===== src/hdl/pcs_div.sv =====
// Restoring divider, one quotient bit per cycle, for the binning and map
// paths. Depends on nothing outside this file.
module pcs_div #(
  parameter int NW = 64,
  parameter int DW = 48
) (
  input  logic          clk,
  input  logic          rst_n,
  input  logic          start,
  input  logic [NW-1:0] num,
  input  logic [DW-1:0] den,
  output logic          done,
  output logic [NW-1:0] quo,
  output logic [DW-1:0] rem
);

  localparam int CW = $clog2(NW + 1);

  logic [CW-1:0] cnt_r;
  logic          busy_r;
  logic [NW-1:0] q_r;
  logic [DW-1:0] r_r;
  logic [DW-1:0] d_r;
  logic [DW:0]   trial;

  // Shift in the next dividend bit and try a subtraction.
  always_comb begin
    trial = {r_r, q_r[NW-1]} - {1'b0, d_r};
  end

  always_ff @(posedge clk) begin
    if (!rst_n) begin
      busy_r <= 1'b0;
      done   <= 1'b0;
      cnt_r  <= '0;
    end else begin
      done <= 1'b0;
      if (start) begin
        busy_r <= 1'b1;
        cnt_r  <= CW'(NW);
        q_r    <= num;
        r_r    <= '0;
        d_r    <= den;
      end else if (busy_r) begin
        if (!trial[DW]) begin
          r_r <= trial[DW-1:0];
          q_r <= {q_r[NW-2:0], 1'b1};
        end else begin
          r_r <= {r_r[DW-2:0], q_r[NW-1]};
          q_r <= {q_r[NW-2:0], 1'b0};
        end
        cnt_r <= cnt_r - 1'b1;
        if (cnt_r == CW'(1)) begin
          busy_r <= 1'b0;
          done   <= 1'b1;
        end
      end
    end
  end

  assign quo = q_r;
  assign rem = r_r;

endmodule


===== config.mk =====
export PLATFORM = sky130hd
export DESIGN_NAME = pcs_div
export DESIGN_NICKNAME = d
export VERILOG_FILES = /design/src/hdl/pcs_div.sv
export SDC_FILE = /design/constraint.sdc
export NUM_CORES = 1
export LEC_CHECK = 0
export BUFFER_PORTS_ARGS = -buffer_cell sky130_fd_sc_hd__buf_2
export CAP_MARGIN = 40
export CORE_MARGIN = 4
export CORE_UTILIZATION = 45
export CTS_BUF_LIST = sky130_fd_sc_hd__clkbuf_8 sky130_fd_sc_hd__clkbuf_16
export DETAILED_ROUTE_END_ITERATION = 12
export PLACE_DENSITY = 0.67
export SLEW_MARGIN = 25
export SYNTH_ARGS = -nofsm -noshare
export SYNTH_HDL_FRONTEND = slang
export SYNTH_SLANG_ARGS = --single-unit
export TNS_END_PERCENT = 5

===== constraint.sdc =====
create_clock -name clk -period 5.9 [get_ports clk]
set_clock_uncertainty 0.1 [all_clocks]
set_input_delay 1.475 -clock clk [delete_from_list [all_inputs] [get_ports clk]]
set_output_delay 1.475 -clock clk [all_outputs]
set_load 0.05 [all_outputs]

# [Word level (Yosys, flattened, before mapping)]
# Index checks and enable logic that the tools add are counted.
[classes] multipliers=0 reduce_logical=5 bitwise_logic=2 div_mod_pow=0 eq_ne=1 mux=11 magnitude_cmp=0 n_addsub=2 shifts=0
[op_table] op="two-way mux 64 bit" n=2
[op_table] op="two-way mux 48 bit" n=2
[op_table] op="subtractor 49 x 48 -> 49 bit" n=1
[op_table] op="two-way mux 7 bit" n=2
[op_table] op="equality test 7 x 1 -> 1 bit, second input constant" n=1
[op_table] op="subtractor 7 x 1 -> 7 bit, second input constant" n=1
[op_table] op="two-way mux 1 bit" n=5
[op_table] op="AND reduction 2 bit" n=2
[op_table] op="OR reduction 3 bit" n=1
[op_table] op="inverter 1 bit" n=2
[op_table] op="nonzero test 2 bit" n=1
[op_table] op="OR reduction 2 bit" n=1
[word_totals] inputBits=115 mem_bits_rw=0 out_inout_bits=113 wordCells=28 n_memories=0 latchBits=0 register_bits=169 romBits=0

# [Logic depth before layout (Yosys ltp)]
[depth] word_depth=4 ltp_mapped=14 mapped_depth_nobuf=13

# [Worst setup path before layout]
# No wires, ideal clock.
[synth_timing] path_type="input to register" startpoint="input port start" endpoint="register busy_r" path_slack_ns=0.951 arrival_time_ns=4.779 stages=3 cell_sequence="clkbuf_1 -> o21a_1 -> o41a_1"
[synth_between] elab_chain_cells=1
[synth_lines] item="start, declared" line="9" text="input logic start,"
[synth_lines] item="two-way mux 1 bit" line="38" text="if (start) begin"
[synth_lines] item="end signal, assigned" line="33" text="busy_r <= 1'b0;"
[synth_lines] item="end signal, assigned" line="39" text="busy_r <= 1'b1;"
[synth_lines] item="end signal, assigned" line="54" text="busy_r <= 1'b0;"
[synth_lines] item="end, declared" line="20" text="logic busy_r;"
# Every way passes these cells.
# A chain may end at the register's enable or synchronous reset.

# [Worst setup path after layout]
[layout_timing] startpoint="register r_r[7], in the netlist rem[7]" endpoint="register r_r[43], in the netlist rem[43], data pin"
[layout_between] elab_chain_cells=3
[layout_lines] item="start, declared" line="22" text="logic [DW-1:0] r_r;"
[layout_lines] item="start signal, assigned" line="46" text="r_r <= trial[DW-1:0];"
[layout_lines] item="start signal, assigned" line="49" text="r_r <= {r_r[DW-2:0], q_r[NW-1]};"
[layout_lines] item="subtractor 49 x 48 -> 49 bit" line="28" text="trial = {r_r, q_r[NW-1]} - {1'b0, d_r};"
[layout_lines] item="two-way mux 48 bit" line="45" text="if (!trial[DW]) begin"
[layout_lines] item="two-way mux 48 bit" line="44" text="end else if (busy_r) begin"
# Every way passes these cells. The select of a mux whose other input is x is not followed.

==> results.txt <==
- The flow ran to the end, and the final reports show no timing, DRC or antenna violations.
* Cell area after technology mapping: 0.009548 sq mm
- Met2 demand-to-capacity share in global routing: 33.40%
- Crit path DAT: 3.98 ns
- CTS built an H-tree with a depth of 4.
* TritonCTS buffer count: 17
- Setup repair after global routing left no endpoint under its margin.
- From bottom edge to top edge, the die measures 153.7 um.
- In this run the post-CTS setup repair buffer count came out at 0.
* XOR/XNOR share of the synthesized area: 4.220%
* Pin count of the biggest net entering global routing: 70
- Final-layout setup total negative slack: 0 ns
- Delay of the slowest cell on the worst path: 0.58 ns
* Area fraction of the dominant cell type after synthesis: 50.32%
- The number of nets handed over by synthesis was 996.
- Shortest period the worst path allows: 3.940 ns
- Detailed routing inserted a total of 7,223 vias.
- Setup crit start kind: flop
- The initial antenna violation count came to 4.
* Wire length of the first global-routing pass: 38,610 um
* Root Driver: sky130_fd_sc_hd__clkbuf_16
- sky130_fd_sc_hd__edfxtp_1 is the most common cell in the netlist.
* Weighted congestion at the end of routability-driven global placement: 0.8889
* Detail Route Antenna Nets: 0
- Fraction of the mapped netlist area in adder cells: 6.762%
* Leading register cell type out of synthesis: sky130_fd_sc_hd__edfxtp_1
- Compound-gate portion of the synthesized area: 12.10%
* Number of I/O pins: 228
- Mean instance size in the synthesized netlist: 11.50 sq um
- DIE WIDTH: 153.7 um
* Worst slack at placement: 1.770 ns
* DRC: 0
- Worst hold path type: reg2reg
* Number of synthesized flops with an enable pin: 160
* Net count, final: 1,216
* Slowest CP cell: sky130_fd_sc_hd__nor3b_1
* Fraction of final layout cells sized beyond drive strength 1: 32.08%
* Clock Sinks: 169
* Number of vias per cell after detailed routing: 5.394
* Actual transition at the worst max-transition pin: 0.7924 ns
- Router iterations before antenna repair: 5
* Total wire length after detailed routing: 23,990 um
- The filler cells instantiated in the layout total 1,867.
* Via count of the first global-routing pass: 7,409
- Of the total synthesized cell area, the portion taken by AND, OR, NAND and NOR gates is 10.25%.
- Summing the sequential cell areas from Yosys gives 52.21% of the chip area.
- Standard-cell rows: 53
- Final HPWL DP: 17,310 um
* Core Footprint: 0.02096 sq mm
- Cell variety after synth: 62
* Most used cell along the critical path: sky130_fd_sc_hd__a21oi_1
* Maximum clock path buffer count: 2
* Peak Freq: 253.8 MHz
* Final Total Pwr: 3.912 mW
* Starting utilization of the core area: 45.56%
- First-iteration detailed-routing DRC count: 343
- In the global route stage, overall resource usage came out at 20.31%.
- Setup slack closes at 1.960 ns.
- PostCTS Resize Cnt: 0
* Max-slew violation count: 0
- Register bit total from synthesis: 169
- STA classifies the critical path endpoint as a flop.
- Data on the critical path is required at its endpoint by 5.94 ns.
- By area the synthesized netlist is led by sky130_fd_sc_hd__edfxtp_1 50%, sky130_fd_sc_hd__mux2_2 7.4%, sky130_fd_sc_hd__ha_1 6.6%, sky130_fd_sc_hd__a21oi_1 3.3%, sky130_fd_sc_hd__mux2i_1 2.9%.
- Along the worst path, the maximum fanout reaches 5.
- The critical path goes through ha_1 > a21oi_1 > o32a_1 > o21a_1 > nor3b_1 > a211oi_1 > o21ai_1 > nand2_1 > or4b_1 > o2111ai_1 > a21oi_1.
- Async set or reset register ratio after synthesis: 0%
* Maximum resistive drop on vdd: 0.0001969 V
- Clock slew at reported path FFs: 0.08 ns
* Count of warnings emitted by yosys: 0
- Max-Cap Viols: 0
- The number of hold buffers added after CTS was 0.
- Signed area change from the synthesized netlist to the final layout: 21.66%
- Summed over all cells, the static leakage comes to 4.988 nW.
- The global routing stage identified its most utilized layer as met2.
- Final clock period utilization by the worst path: 66.78%
- The later pin in the worst-skew pair is clocked with a latency of 0.43 ns.
- CTS tree: done
- Power density relative to cell area: 336.8 mW/mm^2
* Crit Path Class: reg2reg
* Main combinational cell family by area after synthesis: compound AO/OA/AOI/OAI gates
* Setup-violating endpoint count in the final report: 0
- Multiplexer fraction of the synthesized cell area: 10.51%
- Met3 capacity usage during global routing: 7.261%
- For this run, global-route usage on met1 was measured as 25.58%.
* Post-synthesis cell count: 830
* Area leader, netlist: sky130_fd_sc_hd__edfxtp_1
- Buffers added on ports: 227
- Routed length per instance: 17.92 um
- Hold violation total from the final report: 0
* Remaining global-route overflow: 0
- The worst pin sits at a relative slew slack of 47.17%.
- Commonest cells in the netlist: 160 x sky130_fd_sc_hd__edfxtp_1, 67 x sky130_fd_sc_hd__nor2_1, 63 x sky130_fd_sc_hd__a21oi_1, 63 x sky130_fd_sc_hd__mux2_2, 59 x sky130_fd_sc_hd__inv_1
- Floorplan die area: 0.02361 sq mm
==> per-layer routing <==
metal | vias to the layer above | wire (um)
met5 | - | 41
met4 | 6 | 349
met3 | 32 | 2104
met2 | 263 | 11260
met1 | 3409 | 10230
li1 | 3513 | -
==> metrics by stage <==
stage | std cells | utilization (%) | hold WS (ns) | area, sq um
6_report | 1339 | 55.43 | 0.3717 | 11620
5_1_grt | 1338 | 55.42 | 0.3906 | 11610
3_3_place_gp | 1305 | 52.23 | 0.3638 | 10950
3_5_place_dp | 1305 | 52.23 | 0.3599 | 10950
2_1_floorplan | 830 | - | 0.3413 | 9548
4_1_cts | 1337 | 55.33 | 0.3739 | 11590
==> cell type report <==
class / count / area (sq um) / share of cell area [%]
flip-flops and latches: 169 / 4985 / 42.91
repair buffers: 233 / 1209 / 10.41
multi-input cells: 570 / 4207 / 36.21
diodes: 1 / 2.502 / 0.02154
clock inverters: 15 / 222.7 / 1.917
inverters: 59 / 221.5 / 1.907
clock buffers: 17 / 425.4 / 3.662
well taps: 275 / 344.1 / 2.962
==> worst max-delay path, delay by kind of cell (launching register included) <==
kind	cells	cell delay, ns
fa+ha+maj	1	0.38
simple gates	3	1.26
flops	1	0.42
compound gates	7	1.47
==> sequential cells by signal, summed over array words and instances, names as in the netlist <==
| signal | flops |
|---|---|
| quo | 64 |
| d_r | 48 |
| rem | 48 |
| cnt_r | 7 |
| busy_r | 1 |
| done | 1 |
==> cell families (layout without fill, tap and decap cells) <==
kind of cell | Yosys count | count (layout)
multiplexers | 92 | 92
AND/OR/NAND/NOR | 205 | 205
adder cells (fa/ha/maj) | 51 | 51
flip-flops | 169 | 169
AO/OA/AOI/OAI | 176 | 176
buffers and inverters | 91 | 324
XOR/XNOR | 46 | 46
other | 0 | 1
==> layout by cell type, fill, tap and decap left out, drive strengths merged, types with 19 or more instances in the layout <==
cell      n
a21oi    64
xor2     19
inv      65
nor2     67
buf     233
a21o     25
mux2i    29
xnor2    27
o21ai    25
ha       50
mux2     63
edfxtp  160
nand3    22
nand2    51
==> where the power goes <==
group / total [mW] / leakage (nW) / internal, mW / switching [mW]
registers: 1.51 / 1.60 / 1.45 / 0.0623
clock network: 1.20 / 0.312 / 0.626 / 0.572
logic: 1.21 / 3.07 / 0.432 / 0.775
==> final timing paths <==
path | startpoint | endpoint | slack [ns] | cells after the start
min | cnt_r[6] | done | 0.37 | 1
max | rem[7] | rem[43] | 1.96 | 11
max reg2reg | rem[7] | rem[43] | 1.96 | 11
min reg2reg | cnt_r[6] | done | 0.37 | 1
No activity file was read; power rests on OpenSTA's default activity.
